### src/sv/pcg_pkg.sv
// Shared types, constants and the output permutation of the PCG32 random source.
`default_nettype none

package pcg_pkg;

    // Command codes carried in the low bits of the slave tdata.
    localparam logic [1:0] CMD_RESEED = 2'd0;
    localparam logic [1:0] CMD_RAW    = 2'd1;
    localparam logic [1:0] CMD_RANGE  = 2'd2;
    localparam logic [1:0] CMD_FRAC   = 2'd3;

    // Stream widths, padded to whole bytes.
    localparam int S_TDATA_W = 72;
    localparam int M_TDATA_W = 88;

    // LCG multiplier and the constants of the two-step jump used by the generator loop.
    localparam logic [63:0] LCG_MULT  = 64'd6364136223846793005;
    localparam logic [63:0] LCG_MULT2 = LCG_MULT * LCG_MULT;

    // After a reseed every start value is seed * K + D with fixed K and D.
    localparam logic [63:0] K_INC = (LCG_MULT << 1) + 64'd2;
    localparam logic [63:0] D_INC = LCG_MULT + 64'd1;
    localparam logic [63:0] K_S0  = LCG_MULT + 64'd2;
    localparam logic [63:0] D_S0  = 64'd1;
    localparam logic [63:0] K_S1  = LCG_MULT2 + (LCG_MULT << 1) + 64'd2;
    localparam logic [63:0] D_S1  = LCG_MULT + 64'd1;

    // One classified command waiting for the back end.
    typedef struct packed {
        logic [1:0]  cmd;
        logic        draw;
        logic [31:0] range_min;
        logic [31:0] span;
    } pcg_cmd_t;

    // Requests from the back end to the word generator.
    typedef struct packed {
        logic restart;
        logic pop;
    } pcg_wq_ctl_t;

    // XSH-RR output function applied to the state before its update.
    function automatic logic [31:0] pcg_permute(input logic [63:0] old);
        logic [63:0] mixed;
        logic [31:0] x;
        logic [4:0]  rot;
        logic [63:0] doubled;
        mixed   = (old >> 18) ^ old;
        x       = mixed[58:27];
        rot     = old[63:59];
        doubled = {x, x} >> rot;
        return doubled[31:0];
    endfunction

endpackage

`default_nettype wire

### src/sv/pcg_fifo.sv
// Small first-in first-out queue in flip-flops with a synchronous flush.
`default_nettype none

module pcg_fifo #(
    parameter int WIDTH = 32,
    parameter int DEPTH = 4
) (
    input  wire logic             clk,
    input  wire logic             rst_n,
    input  wire logic             flush,
    input  wire logic             push,
    input  wire logic [WIDTH-1:0] push_data,
    input  wire logic             pop,
    output logic      [WIDTH-1:0] pop_data,
    output logic                  valid,
    output logic                  full
);

    localparam int PTR_W = (DEPTH > 1) ? $clog2(DEPTH) : 1;
    localparam int CNT_W = $clog2(DEPTH + 1);

    logic [WIDTH-1:0] mem_reg [DEPTH];
    logic [PTR_W-1:0] wr_ptr_reg, wr_ptr_next;
    logic [PTR_W-1:0] rd_ptr_reg, rd_ptr_next;
    logic [CNT_W-1:0] count_reg, count_next;
    logic             do_push;
    logic             do_pop;

    assign valid    = (count_reg != '0);
    assign full     = (count_reg == CNT_W'(DEPTH));
    assign pop_data = mem_reg[rd_ptr_reg];
    assign do_push  = push && !full && !flush;
    assign do_pop   = pop && valid && !flush;

    // Pointer and fill count update.
    always_comb
    begin
        wr_ptr_next = wr_ptr_reg;
        rd_ptr_next = rd_ptr_reg;
        count_next  = count_reg;
        if (flush)
        begin
            wr_ptr_next = '0;
            rd_ptr_next = '0;
            count_next  = '0;
        end
        else
        begin
            if (do_push)
            begin
                wr_ptr_next = (wr_ptr_reg == PTR_W'(DEPTH - 1)) ? '0 : wr_ptr_reg + 1'b1;
            end
            if (do_pop)
            begin
                rd_ptr_next = (rd_ptr_reg == PTR_W'(DEPTH - 1)) ? '0 : rd_ptr_reg + 1'b1;
            end
            unique case ({do_push, do_pop})
                2'b10:   count_next = count_reg + 1'b1;
                2'b01:   count_next = count_reg - 1'b1;
                default: count_next = count_reg;
            endcase
        end
    end

    always_ff @(posedge clk or negedge rst_n)
    begin
        if (!rst_n)
        begin
            wr_ptr_reg <= '0;
            rd_ptr_reg <= '0;
            count_reg  <= '0;
        end
        else
        begin
            wr_ptr_reg <= wr_ptr_next;
            rd_ptr_reg <= rd_ptr_next;
            count_reg  <= count_next;
        end
    end

    // Storage needs no reset; only entries below the fill count are read.
    always_ff @(posedge clk)
    begin
        if (do_push)
        begin
            mem_reg[wr_ptr_reg] <= push_data;
        end
    end

endmodule

`default_nettype wire

### src/sv/pcg_front.sv
// Front end: accepts command beats, classifies them and queues them for the back end.
`default_nettype none

module pcg_front #(
    parameter int CMDQ_DEPTH = 4
) (
    input  wire logic                             clk,
    input  wire logic                             rst_n,
    input  wire logic                             s_tvalid,
    output logic                                  s_tready,
    input  wire logic [pcg_pkg::S_TDATA_W-1:0]    s_tdata,
    output logic                                  cmd_valid,
    output pcg_pkg::pcg_cmd_t                     cmd_entry,
    input  wire logic                             cmd_pop
);

    import pcg_pkg::*;

    localparam int CMD_W = $bits(pcg_cmd_t);

    logic [1:0]       in_cmd;
    logic [31:0]      in_min;
    logic [31:0]      in_max;
    logic             in_empty;
    pcg_cmd_t         in_entry;
    logic             q_full;
    logic [CMD_W-1:0] q_data;

    assign in_cmd = s_tdata[1:0];
    assign in_min = s_tdata[33:2];
    assign in_max = s_tdata[65:34];

    // Classify: an empty or inverted range makes no draw; every other non-reseed beat does.
    always_comb
    begin
        in_empty           = ($signed(in_min) >= $signed(in_max));
        in_entry.cmd       = in_cmd;
        in_entry.range_min = in_min;
        in_entry.span      = in_max - in_min + 32'd1;
        unique case (in_cmd)
            CMD_RESEED: in_entry.draw = 1'b0;
            CMD_RAW:    in_entry.draw = 1'b1;
            CMD_RANGE:  in_entry.draw = !in_empty;
            CMD_FRAC:   in_entry.draw = 1'b1;
            default:    in_entry.draw = 1'b0;
        endcase
    end

    assign s_tready  = !q_full;
    assign cmd_entry = pcg_cmd_t'(q_data);

    pcg_fifo #(
        .WIDTH (CMD_W),
        .DEPTH (CMDQ_DEPTH)
    ) u_cmd_queue (
        .clk       (clk),
        .rst_n     (rst_n),
        .flush     (1'b0),
        .push      (s_tvalid && s_tready),
        .push_data (in_entry),
        .pop       (cmd_pop),
        .pop_data  (q_data),
        .valid     (cmd_valid),
        .full      (q_full)
    );

endmodule

`default_nettype wire

### config.mk
export PLATFORM = sky130hd
export DESIGN_NAME = pcg_front
export DESIGN_NICKNAME = d
export VERILOG_FILES = /design/src/sv/pcg_pkg.sv /design/src/sv/pcg_fifo.sv /design/src/sv/pcg_front.sv
export SDC_FILE = /design/constraint.sdc
export NUM_CORES = 1
export LEC_CHECK = 0
export BUFFER_PORTS_ARGS = -buffer_cell sky130_fd_sc_hd__buf_4
export CAP_MARGIN = 0
export CELL_PAD_IN_SITES_DETAIL_PLACEMENT = 2
export CELL_PAD_IN_SITES_GLOBAL_PLACEMENT = 2
export CORE_MARGIN = 4
export CORE_UTILIZATION = 31
export DETAILED_ROUTE_END_ITERATION = 7
export PLACE_DENSITY_LB_ADDON = 0.1
export SLEW_MARGIN = 20
export SYNTH_ARGS = -nofsm -noshare
export SYNTH_HDL_FRONTEND = slang
export SYNTH_HIERARCHICAL = 1
export SYNTH_SLANG_ARGS = --single-unit
### constraint.sdc
create_clock -name clk -period 3.1 [get_ports clk]
set_input_delay 0.155 -clock clk [delete_from_list [all_inputs] [get_ports clk]]
set_output_delay 0.155 -clock clk [all_outputs]
set_load 0.05 [all_outputs]
### Yosys cells after proc, flatten, opt, wreduce, memory -nomap -nowiden

Memory sizes are Yosys's and may differ from the RTL's.
Cells that the tools add are included.

| word-level totals | value |
|---|---|
| bits in registers | 7 |
| memories kept | 1 |
| output and inout bits | 69 |
| word-level logic and storage cells | 34 |
| memory bits (writable) | 268 |

| operators by class | value |
|---|---|
| mux-type cells | 6 |
| add/subtract/negate cells | 6 |
| reduce and logical (&&, ||, !) cells | 9 |
| magnitude comparators | 1 |
| eq/ne operators | 8 |

Memories:

| name | depth | width | rd ports | clocked after memory_dff | wr ports | line | text |
|---|---|---|---|---|---|---|---|
| u_cmd_queue.mem_reg | 4 | 67 | 1 | 0 | 1 | pcg_fifo.sv:22 | `logic [WIDTH-1:0] mem_reg [DEPTH];` |

Operator list:

| cell | number |
|---|---|
| $add A32 B1 Y32 const B | 1 |
| $ge A32 B32 Y1 | 1 |
| $sub A32 B32 Y32 | 1 |
| $eq A2 B2 Y1 const B | 5 |
| $pmux W3 S2 | 1 |
| $add A2 B1 Y2 const B | 2 |
| $eq A2 B1 Y1 const B | 2 |
| $mux W2 | 2 |
| $add A3 B1 Y3 const B | 1 |
| $eq A3 B3 Y1 const B | 1 |
| $logic_and A1 B1 Y1 | 3 |
| $pmux W1 S3 | 1 |
| $reduce_bool A3 Y1 | 1 |
| $sub A3 B1 Y3 const B | 1 |
| $logic_not A1 Y1 | 2 |
| $logic_not A2 Y1 | 1 |
| $mux W1 | 2 |
| $reduce_bool A2 Y1 | 1 |
| $reduce_or A2 Y1 | 1 |

### Longest topological paths before layout

| depth | value |
|---|---|
| word-level depth | 6 |
| mapped depth | 12 |
| gate-level depth less buffers | 12 |

### Cells and area by module

Netlist, hierarchy kept.

By module, submodules not included:

| module | times used | area an instance (um2) | cells each | sequential area each (um2) |
|---|---|---|---|---|
| pcg_fifo | 1 | 10237.3 | 413 | 8222.9 |
| pcg_front | 1 | 3235.6 | 457 | 0.0 |

### Worst setup path after synthesis

No wires, ideal clock.

| path | value |
|---|---|
| kind | register -> register |
| from | register u_cmd_queue.count_reg[2] |
| to | memory u_cmd_queue/mem_reg[2][0] (netlist bit), enable pin |
| data arrival time | 2.942 ns |
| setup time | 0.432 ns |
| setup slack | -0.274 ns |
| data required time | 2.668 ns |
| stages on the path, launching flop included | 7 |
| path buffers | 2 |
| cell sequence | dfrtp_1 buf_2 nor3b_2 nor2b_1 buf_2 nor3b_1 and2_1 |

| on the way | value |
|---|---|
| word-level cells in the longest chain between the ends | 6 |

RTL lines:

| item | line | text |
|---|---|---|
| start: declaration | pcg_fifo.sv:25 | `logic [CNT_W-1:0] count_reg, count_next;` |
| start signal: assignment | pcg_fifo.sv:77 | `count_reg <= count_next;` |
| $eq A3 B3 Y1 * | pcg_fifo.sv:30 | `assign full = (count_reg == CNT_W'(DEPTH));` |
| via q_full | pcg_front.sv:26 | `logic q_full;` |
| $logic_not A1 Y1 * | pcg_fifo.sv:32, pcg_front.sv:49 |  |
| $logic_and A1 B1 Y1 | pcg_front.sv:59 | `.push (s_tvalid && s_tready),` |
| $logic_and A1 B1 Y1 * | pcg_fifo.sv:32 | `assign do_push = push && !full && !flush;` |
| $mux W1 * | pcg_fifo.sv:84 | `if (do_push)` |
| $mux W1 (not written as such) * | pcg_fifo.sv:86 | `mem_reg[wr_ptr_reg] <= push_data;` |
| end: declaration | pcg_fifo.sv:22 |  |

The timed path passes the listed nets; every way through them passes the cells marked *.

==> summary.md <==
| Metric | Value |
|---|---|
| Die boundary height | 216 µm |
| Portion of total power attributed to combinational logic | 25.4% |
| Final worst clock skew | 18.6 ps |
| Post-detailed-placement half-perimeter wirelength | 25,300 µm |
| Endpoint class of the critical path | register |
| Number of detailed-route iterations in the first pass | 4 |
| Leakage dissipation | 6.42 nW |
| Maximum clock frequency | 0.338 GHz |
| Signal arrival time at the worst endpoint | 3350 ps |
| Maximum buffer depth of the clock tree | 3 |
| Reported max-cap violation count | 0 |
| Clock H-tree levels | 2 |
| Count of unresolved DRC violations after routing | 0 |
| Share of power burned in the clock network | 36.2% |
| Routed via count | 8,134 |
| Min Clock Period, post-route | 2960 ps |
| Final hold viol count | 0 |
| Unrepaired setup endpoints after global routing | no |
| Die boundary width | 216 µm |
| Setup Total Neg Slack | 0 ps |
| Sequential-to-total area share from yosys stat | 61.0% |
| Count of placed standard cells including taps | 1,598 |
| Total routing resource utilization after global routing | 15.5% |
| Origin of the worst min-delay path | s_tdata[34] |
| Non-filler cells in the finished layout | 1,699 |
| Antenna Violating Nets Remaining | 0 |
| Worst supply voltage drop on vdd | 0.393 mV |
| Sink Count | 275 |
| Top FF cell, synth | edfxtp_1 |
| Clock transition at path regs | 60 ps |
| Via density per instance | 4.79 |
| Path category of the worst min-delay check | in -> reg |
| Number of max-slew violations in the final report | 0 |
| Worst reg2reg path depth | 5 |
| Clock buffer count from CTS | 35 |
| Initial antenna violation count | 0 |
| Async S/R FF share, synth | 2.55% |
| Post-synth EDFFs | 268 |
| Vias in the first global route | 9,201 |
| Latest clock arrival within the worst-skew pair | 540 ps |
| Tcrit/Tclk final | 95.4% |
| CTS tree | built |
| Mean routed wirelength per cell | 21.1 µm |
| Count of inserted antenna diode cells | 0 |
| Number of filler cells placed in the layout | 4,327 |
| Fraction of layout instances using a drive strength above 1 | 29.0% |
| Pwr/cell area | 688 mW/mm² |
| Clk root buf | clkbuf_16 |
| Mean instance size in the synthesized netlist | 15.5 µm² |
| Largest register FFs | 268 |
| Pre-CTS WS | 142 ps |
| Flip-flop and latch area | 0.00823 mm² |
| Internal power component | 8.18 mW |
| Syn Nets | 1,045 |
| CP Class | in -> reg |
| Final worst-path setup slack | 144 ps |
| Outcome | finished clean |
| Total setup violations reported at the end of the flow | 0 |
| Pin count of the biggest net entering global routing | 45 |
| Worst reg-to-reg setup slack | 640 ps |
| Floorplan row count | 76 |
| Wire length of the first global-routing pass | 56,200 µm |
| Area growth from synthesis to layout | 26.8% |
| Seq pwr share | 38.4% |
| Minimum hold slack | 28.8 ps |
| Total Wirelength | 35,900 µm |
| Placeable core region | 0.0430 mm² |
| Total of flip-flops plus latches after synthesis | 275 |
| Critical path startpoint category | input port |
| Headroom to the max-slew limit | 58.4% |
| Boundary pin count | 145 |
| Overall overflow remaining after global route | 0 |
| Data required time of the worst path | 3490 ps |
| Number of stages on the worst hold path | 2 |
| Initial standard-cell utilization of the core | 31.3% |
| Yosys cell types | 72 |
| Highest fanout seen on the critical path | 9 |
| Terminus of the critical flop-to-flop path | u_cmd_queue/mem_reg[2][49]$_DFFE_PP_ |
| Multi-input logic area | 0.00481 mm² |
| Number of nets in the final layout | 1,262 |
| GP Congestion | 0.744 |
| Mapped Cells | 870 |
| Switching power | 3.57 mW |
| Cell Area, Synth | 0.0135 mm² |
| Measured slew at the worst slew-check pin | 619 ps |
| Initial detailed-routing violation count | 411 |
| Startpoint of the most critical register-to-register path | u_cmd_queue/count_reg[2]$_DFFE_PN0P_ |
| Full die area | 0.0469 mm² |
| Sw Share | 30.4% |
| YS warnings | 6 |
| Endpoint with the worst hold slack | u_cmd_queue/mem_reg[3][0]$_DFFE_PP_ |
| Count of input and output buffers | 138 |
cell families after synthesis:
group,synth area share [%]
flops,61.0
simple gates,5.44
compound gates,7.09
buf+inv,3.72
fa+ha+maj,9.36
mux,11.5
xor+xnor,1.82
other cells,0.0278
power groups by stage:
stage	registers, mW	clock network (mW)	logic [mW]
2_1_floorplan	4.52	0	2.05
3_3_place_gp	4.57	0	2.97
3_5_place_dp	4.59	0	2.99
4_1_cts	4.51	4.41	3.04
5_1_grt	4.53	4.56	3.24
6_report	4.51	4.26	2.99
cell type report:
cell class,instances,share of cell area (%)
timing repair buffer,208,10.4
multi-input combinational,484,28.2
sequential,275,48.2
tap,585,4.29
clock buffer,41,5.38
inverter,83,1.82
clock inverter,23,1.72
routing by layer:
metal  vias up  track usage [%]  routed length, µm
li1       3809                -                  -
met1      4166             21.6              16900
met2       113             25.5              17300
met3        46             2.93               1140
met4         0             3.44                620
met5         -                0                  0
how the worst max path moves through the flow:
| stage | startpoint | endpoint | slack (ps) | cells after the start |
|---|---|---|---|---|
| final | s_tdata[10] | u_cmd_queue/mem_reg[0][30]$_DFFE_PP_ | 140 | 12 |
| after global routing | s_tdata[3] | u_cmd_queue/mem_reg[2][25]$_DFFE_PP_ | 30 | 14 |
| after CTS | s_tdata[3] | u_cmd_queue/mem_reg[1][25]$_DFFE_PP_ | 120 | 14 |
| after detailed placement | s_tdata[3] | u_cmd_queue/mem_reg[1][25]$_DFFE_PP_ | 140 | 13 |
| after global placement | s_tdata[3] | u_cmd_queue/mem_reg[0][19]$_DFFE_PP_ | 200 | 12 |
| after floorplan | u_cmd_queue/count_reg[2]$_DFFE_PN0P_ | u_cmd_queue/mem_reg[0][0]$_DFFE_PP_ | 450 | 6 |
repair_timing:
action | CTS | global route
hold buffers | 37 | 0
setup endpoints to repair | 0 | 32
resized for setup | 0 | 10
buffers inserted | 0 | 0
endpoints found under the hold margin | 144 | 0
Yosys cell counts (all sizes together) (9+ instances only):
master / count / area [µm²]
a211oi: 10 / 75.1
a21o: 12 / 90.1
a21oi: 45 / 229
and2: 9 / 56.3
buf: 22 / 168
edfxtp: 268 / 8050
ha: 96 / 1200
inv: 83 / 312
mux4: 67 / 1510
nand2: 31 / 116
nand3: 16 / 80.1
nand4: 11 / 68.8
nor2: 34 / 128
nor3: 19 / 105
o21ai: 25 / 129
xnor2: 17 / 149
xor2: 11 / 96.3
per-stage QoR:
step / total power [mW] / area [µm²] / util [%]
2_1_floorplan: 6.58 / 13500 / -
3_3_place_gp: 7.54 / 15400 / 35.9
3_5_place_dp: 7.58 / 15400 / 35.9
4_1_cts: 12.0 / 17000 / 39.6
5_1_grt: 12.3 / 17100 / 39.7
6_report: 11.7 / 17100 / 39.7
cell usage in the layout, fill, tap and decap left out, types with 4 or more instances in the layout:
cell | netlist | routed
nand4_1 | 11 | 11
a31oi_1 | 5 | 4
dlygate4sd3_1 | 0 | 37
xnor2_2 | 0 | 4
o21ai_0 | 17 | 17
o21ai_1 | 7 | 6
buf_12 | 2 | 10
bufinv_16 | 0 | 6
nor2_1 | 34 | 34
a21o_1 | 12 | 12
edfxtp_1 | 268 | 268
xor2_1 | 11 | 11
a211oi_1 | 10 | 8
dfrtp_1 | 7 | 5
nor3_1 | 17 | 17
inv_1 | 83 | 83
nand3_1 | 16 | 16
clkinv_1 | 0 | 6
clkbuf_16 | 0 | 36
nand2b_1 | 4 | 4
clkbuf_1 | 6 | 5
xnor2_1 | 17 | 13
mux4_2 | 67 | 67
and2_1 | 9 | 5
and2_4 | 0 | 4
buf_4 | 6 | 161
a21oi_1 | 44 | 43
o211ai_1 | 4 | 4
ha_1 | 96 | 96
nand2_1 | 31 | 31
critical path, stage by stage:
cell	delay (ps)
dlygate4sd3_1	530
buf_4	150
inv_1	50
ha_1	340
ha_1	470
and4_1	310
and2_1	150
nand4_1	240
a31o_2	350
a41o_1	230
a31oi_1	200
buf_4	180
(Power assumes the default switching activity.)
