## config.mk

```make
export PLATFORM = sky130hd
export DESIGN_NAME = pcg_back
export DESIGN_NICKNAME = d
export VERILOG_FILES = /design/src/sv/pcg_pkg.sv /design/src/sv/pcg_back.sv
export SDC_FILE = /design/constraint.sdc
export NUM_CORES = 2
export LEC_CHECK = 0
export BUFFER_PORTS_ARGS = -buffer_cell sky130_fd_sc_hd__buf_2
export CORE_MARGIN = 2
export CORE_UTILIZATION = 45
export CTS_BUF_LIST = sky130_fd_sc_hd__clkbuf_4 sky130_fd_sc_hd__clkbuf_8
export CTS_CLUSTER_DIAMETER = 30
export CTS_CLUSTER_SIZE = 10
export DETAILED_ROUTE_END_ITERATION = 10
export HOLD_SLACK_MARGIN = 0.08
export MAX_ROUTING_LAYER = met4
export PLACE_DENSITY = 0.71
export SLEW_MARGIN = 10
export SYNTH_ARGS = -nofsm -noshare
export SYNTH_HDL_FRONTEND = slang
export SYNTH_SLANG_ARGS = --single-unit
export TNS_END_PERCENT = 100
```

## constraint.sdc

```tcl
create_clock -name clk -period 4.2 [get_ports clk]
set_input_delay 1.26 -clock clk [delete_from_list [all_inputs] [get_ports clk]]
set_output_delay 1.26 -clock clk [all_outputs]
set_load 0.005 [all_outputs]
```

## src/sv/pcg_pkg.sv

```systemverilog
// Shared types, constants and the output permutation of the PCG32 random source.
`default_nettype none

package pcg_pkg;

    // Command codes carried in the low bits of the slave tdata.
    localparam logic [1:0] CMD_RESEED = 2'd0;
    localparam logic [1:0] CMD_RAW    = 2'd1;
    localparam logic [1:0] CMD_RANGE  = 2'd2;
    localparam logic [1:0] CMD_FRAC   = 2'd3;

    // Stream widths, padded to whole bytes.
    localparam int S_TDATA_W = 72;
    localparam int M_TDATA_W = 88;

    // LCG multiplier and the constants of the two-step jump used by the generator loop.
    localparam logic [63:0] LCG_MULT  = 64'd6364136223846793005;
    localparam logic [63:0] LCG_MULT2 = LCG_MULT * LCG_MULT;

    // After a reseed every start value is seed * K + D with fixed K and D.
    localparam logic [63:0] K_INC = (LCG_MULT << 1) + 64'd2;
    localparam logic [63:0] D_INC = LCG_MULT + 64'd1;
    localparam logic [63:0] K_S0  = LCG_MULT + 64'd2;
    localparam logic [63:0] D_S0  = 64'd1;
    localparam logic [63:0] K_S1  = LCG_MULT2 + (LCG_MULT << 1) + 64'd2;
    localparam logic [63:0] D_S1  = LCG_MULT + 64'd1;

    // One classified command waiting for the back end.
    typedef struct packed {
        logic [1:0]  cmd;
        logic        draw;
        logic [31:0] range_min;
        logic [31:0] span;
    } pcg_cmd_t;

    // Requests from the back end to the word generator.
    typedef struct packed {
        logic restart;
        logic pop;
    } pcg_wq_ctl_t;

    // XSH-RR output function applied to the state before its update.
    function automatic logic [31:0] pcg_permute(input logic [63:0] old);
        logic [63:0] mixed;
        logic [31:0] x;
        logic [4:0]  rot;
        logic [63:0] doubled;
        mixed   = (old >> 18) ^ old;
        x       = mixed[58:27];
        rot     = old[63:59];
        doubled = {x, x} >> rot;
        return doubled[31:0];
    endfunction

endpackage

`default_nettype wire

```

## src/sv/pcg_back.sv

```systemverilog
// Back end: pairs commands with words, scales ranged draws and holds the result beat.
`default_nettype none

module pcg_back (
    input  wire logic                          clk,
    input  wire logic                          rst_n,
    input  wire logic                          cmd_valid,
    input  wire pcg_pkg::pcg_cmd_t             cmd_entry,
    output logic                               cmd_pop,
    input  wire logic                          word_valid,
    input  wire logic [31:0]                   word,
    output pcg_pkg::pcg_wq_ctl_t               wq_ctl,
    output logic                               m_tvalid,
    input  wire logic                          m_tready,
    output logic [pcg_pkg::M_TDATA_W-1:0]      m_tdata
);

    import pcg_pkg::*;

    logic        p_valid_reg, p_valid_next;
    logic [1:0]  p_cmd_reg;
    logic [31:0] p_umin_reg;
    logic [31:0] p_word_reg;
    logic [63:0] p_prod_reg;
    logic        out_valid_reg, out_valid_next;
    logic [31:0] out_raw_reg;
    logic [31:0] out_ranged_reg;
    logic [23:0] out_frac_reg;

    logic        out_free;
    logic        p_free;
    logic [31:0] word_used;
    logic [31:0] ranged;
    logic [23:0] frac;

    assign out_free = !out_valid_reg || m_tready;
    assign p_free   = !p_valid_reg || out_free;

    // Take a command once its word, if it needs one, is at hand.
    assign cmd_pop        = cmd_valid && (!cmd_entry.draw || word_valid) && p_free;
    assign wq_ctl.pop     = cmd_pop && cmd_entry.draw;
    assign wq_ctl.restart = cmd_pop && (cmd_entry.cmd == CMD_RESEED);
    assign word_used      = cmd_entry.draw ? word : 32'd0;

    // Result fields; a skipped draw leaves a zero word and a zero product.
    always_comb
    begin
        ranged = (p_cmd_reg == CMD_RANGE) ? p_umin_reg + p_prod_reg[63:32] : 32'd0;
        frac   = (p_cmd_reg == CMD_FRAC) ? p_word_reg[31:8] : 24'd0;
    end

    always_comb
    begin
        p_valid_next   = p_free ? cmd_pop : p_valid_reg;
        out_valid_next = out_free ? p_valid_reg : out_valid_reg;
    end

    always_ff @(posedge clk or negedge rst_n)
    begin
        if (!rst_n)
        begin
            p_valid_reg   <= 1'b0;
            out_valid_reg <= 1'b0;
        end
        else
        begin
            p_valid_reg   <= p_valid_next;
            out_valid_reg <= out_valid_next;
        end
    end

    // Product stage: draw times span.
    always_ff @(posedge clk)
    begin
        if (p_free)
        begin
            p_cmd_reg  <= cmd_entry.cmd;
            p_umin_reg <= cmd_entry.range_min;
            p_word_reg <= word_used;
            p_prod_reg <= {32'd0, word_used} * {32'd0, cmd_entry.span};
        end
    end

    // Output register, held while the receiver stalls.
    always_ff @(posedge clk)
    begin
        if (out_free)
        begin
            out_raw_reg    <= p_word_reg;
            out_ranged_reg <= ranged;
            out_frac_reg   <= frac;
        end
    end

    assign m_tvalid = out_valid_reg;
    assign m_tdata  = {out_frac_reg, out_ranged_reg, out_raw_reg};

endmodule

`default_nettype wire

```

Yosys cells after proc, flatten, opt, wreduce, memory -nomap -nowiden
Index checks and enable logic that the tools add are counted.
{ "word_totals": {"reg_bits": 220, "inputBits": 104, "out_inout_bits": 92} }
{ "classes": {"addsub": 1, "n_mul": 1, "n_eq_ne": 2, "mux": 1, "n_reduce_logical": 11} }
{ "ops": {"columns": ["cell", "n"], "rows": [
  ["32-bit by 32-bit multiplier with 64-bit output", 1],
  ["32-bit adder", 1],
  ["32-bit two-way mux", 1],
  ["2-bit equality test (second input constant)", 2],
  ["1-bit logical AND", 4],
  ["1-bit logical NOT", 3],
  ["1-bit logical OR", 3],
  ["2-bit logical NOT", 1]
]} }

Logic depth before layout (Yosys ltp)
{ "depth": {"depth_word": 5, "ltp_mapped": 29, "ltp_nobuf": 26} }

Least setup slack after synthesis
Ideal clock, no wire load.
{ "synth_path": {"path_type": "in2reg", "startpoint": "in cmd_entry[64] in the netlist's numbering", "endpoint": "reg p_prod_reg[63] (data pin)", "arrival_ns": 8.384, "required_time_ns": 3.929, "setup_slack_ns": -4.455, "stages": 26, "path_cell_list": "clkbuf_1 > and2_1 > clkbuf_1 > clkbuf_1 > nand2_1 > fa_1 > inv_1 > fa_1 > inv_1 > fa_1 > fa_1 > inv_1 > fa_1 > fa_1 > fa_1 > fa_1 > ha_1 > and4_1 > nand3_1 > a2111oi_4 > nor3_4 > a2111oi_4 > o31ai_4 > o31ai_2 > o2111a_1 > a211oi_1"} }
{ "synth_via": {"elab_chain_len": 2} }
{ "synth_lines": {"columns": ["element", "line_no", "text"], "rows": [
  ["from (decl)", "pcg_back.sv:8", "input wire pcg_pkg::pcg_cmd_t cmd_entry,"],
  ["32-bit two-way mux", "pcg_back.sv:43", "assign word_used = cmd_entry.draw ? word : 32'd0;"],
  ["named net word_used[29]", "pcg_back.sv:32", "logic [31:0] word_used;"],
  ["32-bit by 32-bit multiplier with 64-bit output", "pcg_back.sv:80", "p_prod_reg <= {32'd0, word_used} * {32'd0, cmd_entry.span};"],
  ["to (signal assigned)", "pcg_back.sv:80", null],
  ["to (decl)", "pcg_back.sv:24", "logic [63:0] p_prod_reg;"]
]} }
The timed path passes the listed nets, and every way through them passes these cells.
A chain may end at the register's enable or synchronous reset.

Final worst setup path
{ "layout_path": {"startpoint": "in word[9]", "endpoint": "reg p_prod_reg[60] (data pin)"} }
{ "layout_via": {"elab_chain_len": 2} }
{ "layout_lines": {"columns": ["element", "line_no", "text"], "rows": [
  ["from (decl)", "pcg_back.sv:11", "input wire logic [31:0] word,"],
  ["32-bit two-way mux", "pcg_back.sv:43", null],
  ["32-bit by 32-bit multiplier with 64-bit output", "pcg_back.sv:80", null]
]} }
No other way between the ends.

==> flow_summary.html <==
<table>
<tr><th>Metric</th><th>Value</th></tr>
<tr><th colspan="2">Status</th></tr>
<tr><td>Violations in the final reports</td><td>setup timing</td></tr>
<tr><td>Status</td><td>finished, violations left</td></tr>
<tr><th colspan="2">Clock tree</th></tr>
<tr><td>Clk root buf</td><td>sky130_fd_sc_hd__clkbuf_8</td></tr>
<tr><td>Number of sinks driven by the clock tree</td><td>188</td></tr>
<tr><td>Number of hold buffers added after CTS</td><td>0</td></tr>
<tr><td>Clk_lat worst skew</td><td>approximately 0.52 ns</td></tr>
<tr><td>Clock H-tree levels</td><td>4</td></tr>
<tr><td>Longest Clk Path Bufs</td><td>2</td></tr>
<tr><td>Clock tree from TritonCTS</td><td>built</td></tr>
<tr><td>Number of buffers created by CTS</td><td>17</td></tr>
<tr><td>Clock slew seen by the registers of the worst setup and hold paths</td><td>between 0.1 and 0.15 ns</td></tr>
<tr><th colspan="2">Synthesis</th></tr>
<tr><td>Total standard cell area after synthesis</td><td>40200 um2</td></tr>
<tr><td>Post-Syn Instances</td><td>~4100</td></tr>
<tr><td>Leading register cell type out of synthesis</td><td>sky130_fd_sc_hd__edfxtp_1</td></tr>
<tr><td>Per-instance average area after synthesis</td><td>between 9 and 10 um2</td></tr>
<tr><td>Post-synth EDFFs</td><td>about 190</td></tr>
<tr><td>Warning count from the yosys run</td><td>0</td></tr>
<tr><td>Async SR Flop Fraction</td><td>0.0106</td></tr>
<tr><td>Post-synthesis net count</td><td>roughly 5400</td></tr>
<tr><td>Yosys reg bits</td><td>roughly 190</td></tr>
<tr><td>Synth unique cells</td><td>61</td></tr>
<tr><td>Portion of the post-synthesis area used by sequential elements</td><td>0.140</td></tr>
<tr><th colspan="2">Finish</th></tr>
<tr><td>Number of nets in the final layout</td><td>a little under 6000</td></tr>
<tr><td>FILL cells</td><td>between 7000 and 8000</td></tr>
<tr><td>Most used cells in the layout excluding fill and tap cells</td><td>sky130_fd_sc_hd__fa_1, sky130_fd_sc_hd__inv_1, sky130_fd_sc_hd__and3_1</td></tr>
<tr><td>Signed area change from the synthesized netlist to the final layout</td><td>18.0%</td></tr>
<tr><td>Most frequent standard cell in the layout excluding fill and tap cells</td><td>sky130_fd_sc_hd__fa_1</td></tr>
<tr><td>Fraction of final layout cells with drive strength greater than 1</td><td>0.194</td></tr>
<tr><th colspan="2">Route</th></tr>
<tr><td>Routed vias/inst</td><td>around 5.5</td></tr>
<tr><td>Via Count</td><td>31600</td></tr>
<tr><td>Iter 0 DRT Violations</td><td>~3000</td></tr>
<tr><td>Drt pass-1 iters</td><td>5</td></tr>
<tr><td>DRT Wirelength</td><td>~130000 um</td></tr>
<tr><td>Average wire length per cell after detail routing</td><td>22.0 um</td></tr>
<tr><td>Post-route DRC violation count</td><td>0</td></tr>
<tr><td>Number of nets with antenna violations after routing</td><td>0</td></tr>
<tr><th colspan="2">Die</th></tr>
<tr><td>Number of primary I/O pins</td><td>roughly 200</td></tr>
<tr><td>Cell row count</td><td>between 100 and 150</td></tr>
<tr><td>Die span in y</td><td>303 um</td></tr>
<tr><td>Chip width</td><td>slightly above 300 um</td></tr>
<tr><td>Core region area</td><td>88400 um2</td></tr>
<tr><td>Effective utilization at floorplan</td><td>0.455</td></tr>
<tr><td>Floorplan die area</td><td>91700 um2</td></tr>
<tr><th colspan="2">Setup path</th></tr>
<tr><td>Data required time at the worst endpoint</td><td>4.46 ns</td></tr>
<tr><td>Endpoint type of the worst setup path</td><td>flop</td></tr>
<tr><td>Crit path launch type</td><td>primary input</td></tr>
<tr><td>Delay of the slowest critical-path stage</td><td>0.63 ns</td></tr>
<tr><td>Critical path start-end classification</td><td>in2reg</td></tr>
<tr><td>Worst path most repeated cell</td><td>sky130_fd_sc_hd__fa_1</td></tr>
<tr><td>WP data arrival</td><td>approximately 8.7 ns</td></tr>
<tr><td>Maximum fanout along the worst path</td><td>5</td></tr>
<tr><td>Number of buffers and inverters on the critical path</td><td>9</td></tr>
<tr><td>Worst path top cell family by delay</td><td>adder cells</td></tr>
<tr><td>Master of the slowest instance on the critical path</td><td>sky130_fd_sc_hd__fa_1</td></tr>
<tr><th colspan="2">Hold path</th></tr>
<tr><td>Path type of the worst min-delay path</td><td>reg2reg</td></tr>
<tr><th colspan="2">Global route</th></tr>
<tr><td>Maximum number of pins on one net before global-route repair</td><td>100</td></tr>
<tr><td>Remaining Overflow, GRT</td><td>0</td></tr>
<tr><td>Number of global-route vias before repair</td><td>roughly 34000</td></tr>
<tr><td>Wire length of the first global-routing pass</td><td>193000 um</td></tr>
<tr><td>Antenna violations before repair</td><td>10</td></tr>
<tr><td>Global-route total usage across every layer</td><td>0.289</td></tr>
<tr><th colspan="2">Flow run</th></tr>
<tr><td>Number of violations of the max-capacitance limit</td><td>0</td></tr>
<tr><th colspan="2">STA</th></tr>
<tr><td>Post-layout minimum cycle time</td><td>8.42 ns</td></tr>
<tr><td>Max-slew violations</td><td>0</td></tr>
<tr><td>Slew at the pin closest to its max-slew limit</td><td>1.10 ns</td></tr>
<tr><td>Final period util</td><td>2.00</td></tr>
<tr><td>Worst Setup Slack, final</td><td>-4.22 ns</td></tr>
<tr><td>Max Fclk</td><td>about 120 MHz</td></tr>
<tr><td>Unrepaired setup endpoints after global routing</td><td>true</td></tr>
<tr><td>Final setup violating endpoints</td><td>32</td></tr>
<tr><td>Hold WS</td><td>around 0.4 ns</td></tr>
<tr><td>Max-slew headroom</td><td>0.257</td></tr>
<tr><td>Hold Fails Final Rpt</td><td>0</td></tr>
<tr><td>Fin Clk Skew</td><td>a little under 0.03 ns</td></tr>
<tr><th colspan="2">Placed design</th></tr>
<tr><td>Post-DP HPWL</td><td>between 100000 and 150000 um</td></tr>
<tr><td>IO Port Bufs</td><td>195</td></tr>
<tr><td>Routability congestion estimate from global placement</td><td>between 0.9 and 1</td></tr>
</table>
cells by family (layout without fill, tap and decap cells):
group,count (synthesis),in the layout,share of synthesized area
DFF,188,188,0.140
buffers and inverters,1146,1584,0.107
and+or+nand+nor,1267,1267,0.164
other,0,14,0
muxes,3,3,0.000747
adders and majority gates,1187,1187,0.537
AOI/OAI and AO/OA,223,223,0.0387
xor gates and xnor gates,57,57,0.0124
through the flow:
| stage | std cells | utilization | setup TNS (ns) | instance area, um2 | setup slack [ns] |
|---|---|---|---|---|---|
| 6_report | 5688 | 0.536 | -126.10 | 47400 | -4.22 |
| 4_1_cts | 5662 | 0.532 | -120.11 | 47000 | -4.08 |
| 3_3_place_gp | 5584 | 0.514 | -146.51 | 45400 | -4.89 |
| 3_5_place_dp | 5584 | 0.514 | -147.57 | 45400 | -4.97 |
| 5_1_grt | 5685 | 0.536 | -130.58 | 47400 | -4.37 |
| 2_1_floorplan | 4071 | - | -117.93 | 40600 | -4.01 |
area by class of cell:
type / count / area (um2) / share of cell area
clock inverter: 14 / 159 / 0.00335
timing repair buffer: 682 / 5620 / 0.119
antenna: 14 / 35.0 / 0.000739
tap: 1165 / 1460 / 0.0307
sequential: 188 / 5640 / 0.119
clock buffer: 18 / 241 / 0.00509
inverter: 870 / 3270 / 0.0689
multi-input combinational: 2737 / 31000 / 0.654
repair_timing:
action | 4_1_cts | 5_1_grt
endpoints found under the setup margin | 32 | 32
gates resized for setup | 163 | 67
setup buffers | 35 | 13
pin swaps | 90 | 74
gates cloned | 11 | 1
final timing paths:
path,start,to,slack (ns),cells after the start
max,word[9],p_prod_reg[60],-4.22,28
max reg2reg,p_umin_reg[0],out_ranged_reg[30],0.70,14
min reg2reg,p_word_reg[1],out_raw_reg[1],0.41,0
max in group asynchronous,rst_n,m_tvalid,3.59,1
min,p_word_reg[1],out_raw_reg[1],0.41,0
min in group asynchronous,rst_n,p_valid_reg,0.49,1
cells in the mapped netlist (2+ instances only):
| cell | n | area (um2) |
|---|---|---|
| sky130_fd_sc_hd__nand2_1 | 481 | 1810 |
| sky130_fd_sc_hd__o31ai_1 | 6 | 45.0 |
| sky130_fd_sc_hd__and4_1 | 6 | 52.6 |
| sky130_fd_sc_hd__edfxtp_1 | 186 | 5590 |
| sky130_fd_sc_hd__a211oi_1 | 4 | 30.0 |
| sky130_fd_sc_hd__a21boi_0 | 2 | 15.0 |
| sky130_fd_sc_hd__ha_1 | 291 | 3640 |
| sky130_fd_sc_hd__fa_1 | 896 | 17900 |
| sky130_fd_sc_hd__a21o_1 | 58 | 435 |
| sky130_fd_sc_hd__a2111oi_4 | 3 | 82.6 |
| sky130_fd_sc_hd__a21oi_1 | 62 | 310 |
| sky130_fd_sc_hd__mux2i_1 | 3 | 30.0 |
| sky130_fd_sc_hd__nor2_1 | 61 | 229 |
| sky130_fd_sc_hd__o211ai_1 | 2 | 15.0 |
| sky130_fd_sc_hd__nor3b_1 | 2 | 15.0 |
| sky130_fd_sc_hd__a221oi_1 | 4 | 35.0 |
| sky130_fd_sc_hd__a221o_1 | 2 | 20.0 |
| sky130_fd_sc_hd__o21ai_1 | 4 | 20.0 |
| sky130_fd_sc_hd__a31o_2 | 3 | 26.3 |
| sky130_fd_sc_hd__a311oi_1 | 3 | 26.3 |
| sky130_fd_sc_hd__nand4_1 | 11 | 68.8 |
| sky130_fd_sc_hd__o21bai_1 | 5 | 37.5 |
| sky130_fd_sc_hd__nand2b_1 | 7 | 43.8 |
| sky130_fd_sc_hd__and3_1 | 624 | 3900 |
| sky130_fd_sc_hd__o21ai_0 | 29 | 145 |
| sky130_fd_sc_hd__o221ai_1 | 2 | 17.5 |
| sky130_fd_sc_hd__inv_1 | 870 | 3270 |
| sky130_fd_sc_hd__a211o_1 | 2 | 17.5 |
| sky130_fd_sc_hd__buf_1 | 2 | 7.51 |
| sky130_fd_sc_hd__dfrtp_1 | 2 | 50.1 |
| sky130_fd_sc_hd__a31oi_1 | 9 | 56.3 |
| sky130_fd_sc_hd__nor3_1 | 9 | 45.0 |
| sky130_fd_sc_hd__o21a_1 | 5 | 37.5 |
| sky130_fd_sc_hd__o2111ai_1 | 2 | 17.5 |
| sky130_fd_sc_hd__nand3_1 | 7 | 35.0 |
| sky130_fd_sc_hd__or2_2 | 2 | 12.5 |
| sky130_fd_sc_hd__and2_1 | 34 | 213 |
| sky130_fd_sc_hd__xnor2_1 | 36 | 315 |
| sky130_fd_sc_hd__clkbuf_1 | 274 | 1030 |
| sky130_fd_sc_hd__xor2_1 | 21 | 184 |
| sky130_fd_sc_hd__or4_1 | 2 | 15.0 |
| sky130_fd_sc_hd__a41oi_1 | 4 | 35.0 |
| sky130_fd_sc_hd__and2_0 | 4 | 25.0 |
| sky130_fd_sc_hd__nor2b_1 | 12 | 75.1 |
routing by layer:
metal  routed length [um]  GRT usage  vias up  share of wire
met5                    0          -        -              0
met4                 5620      0.113        0          0.045
met3                13100     0.0577      326           0.10
met2                59000      0.456     1694           0.47
met1                47400      0.368    16000           0.38
li1                     -          -    13500              -
Power is left out: the tool's default activity adds up to more than one toggle a clock period on the data nets, which glitch-free logic cannot reach.
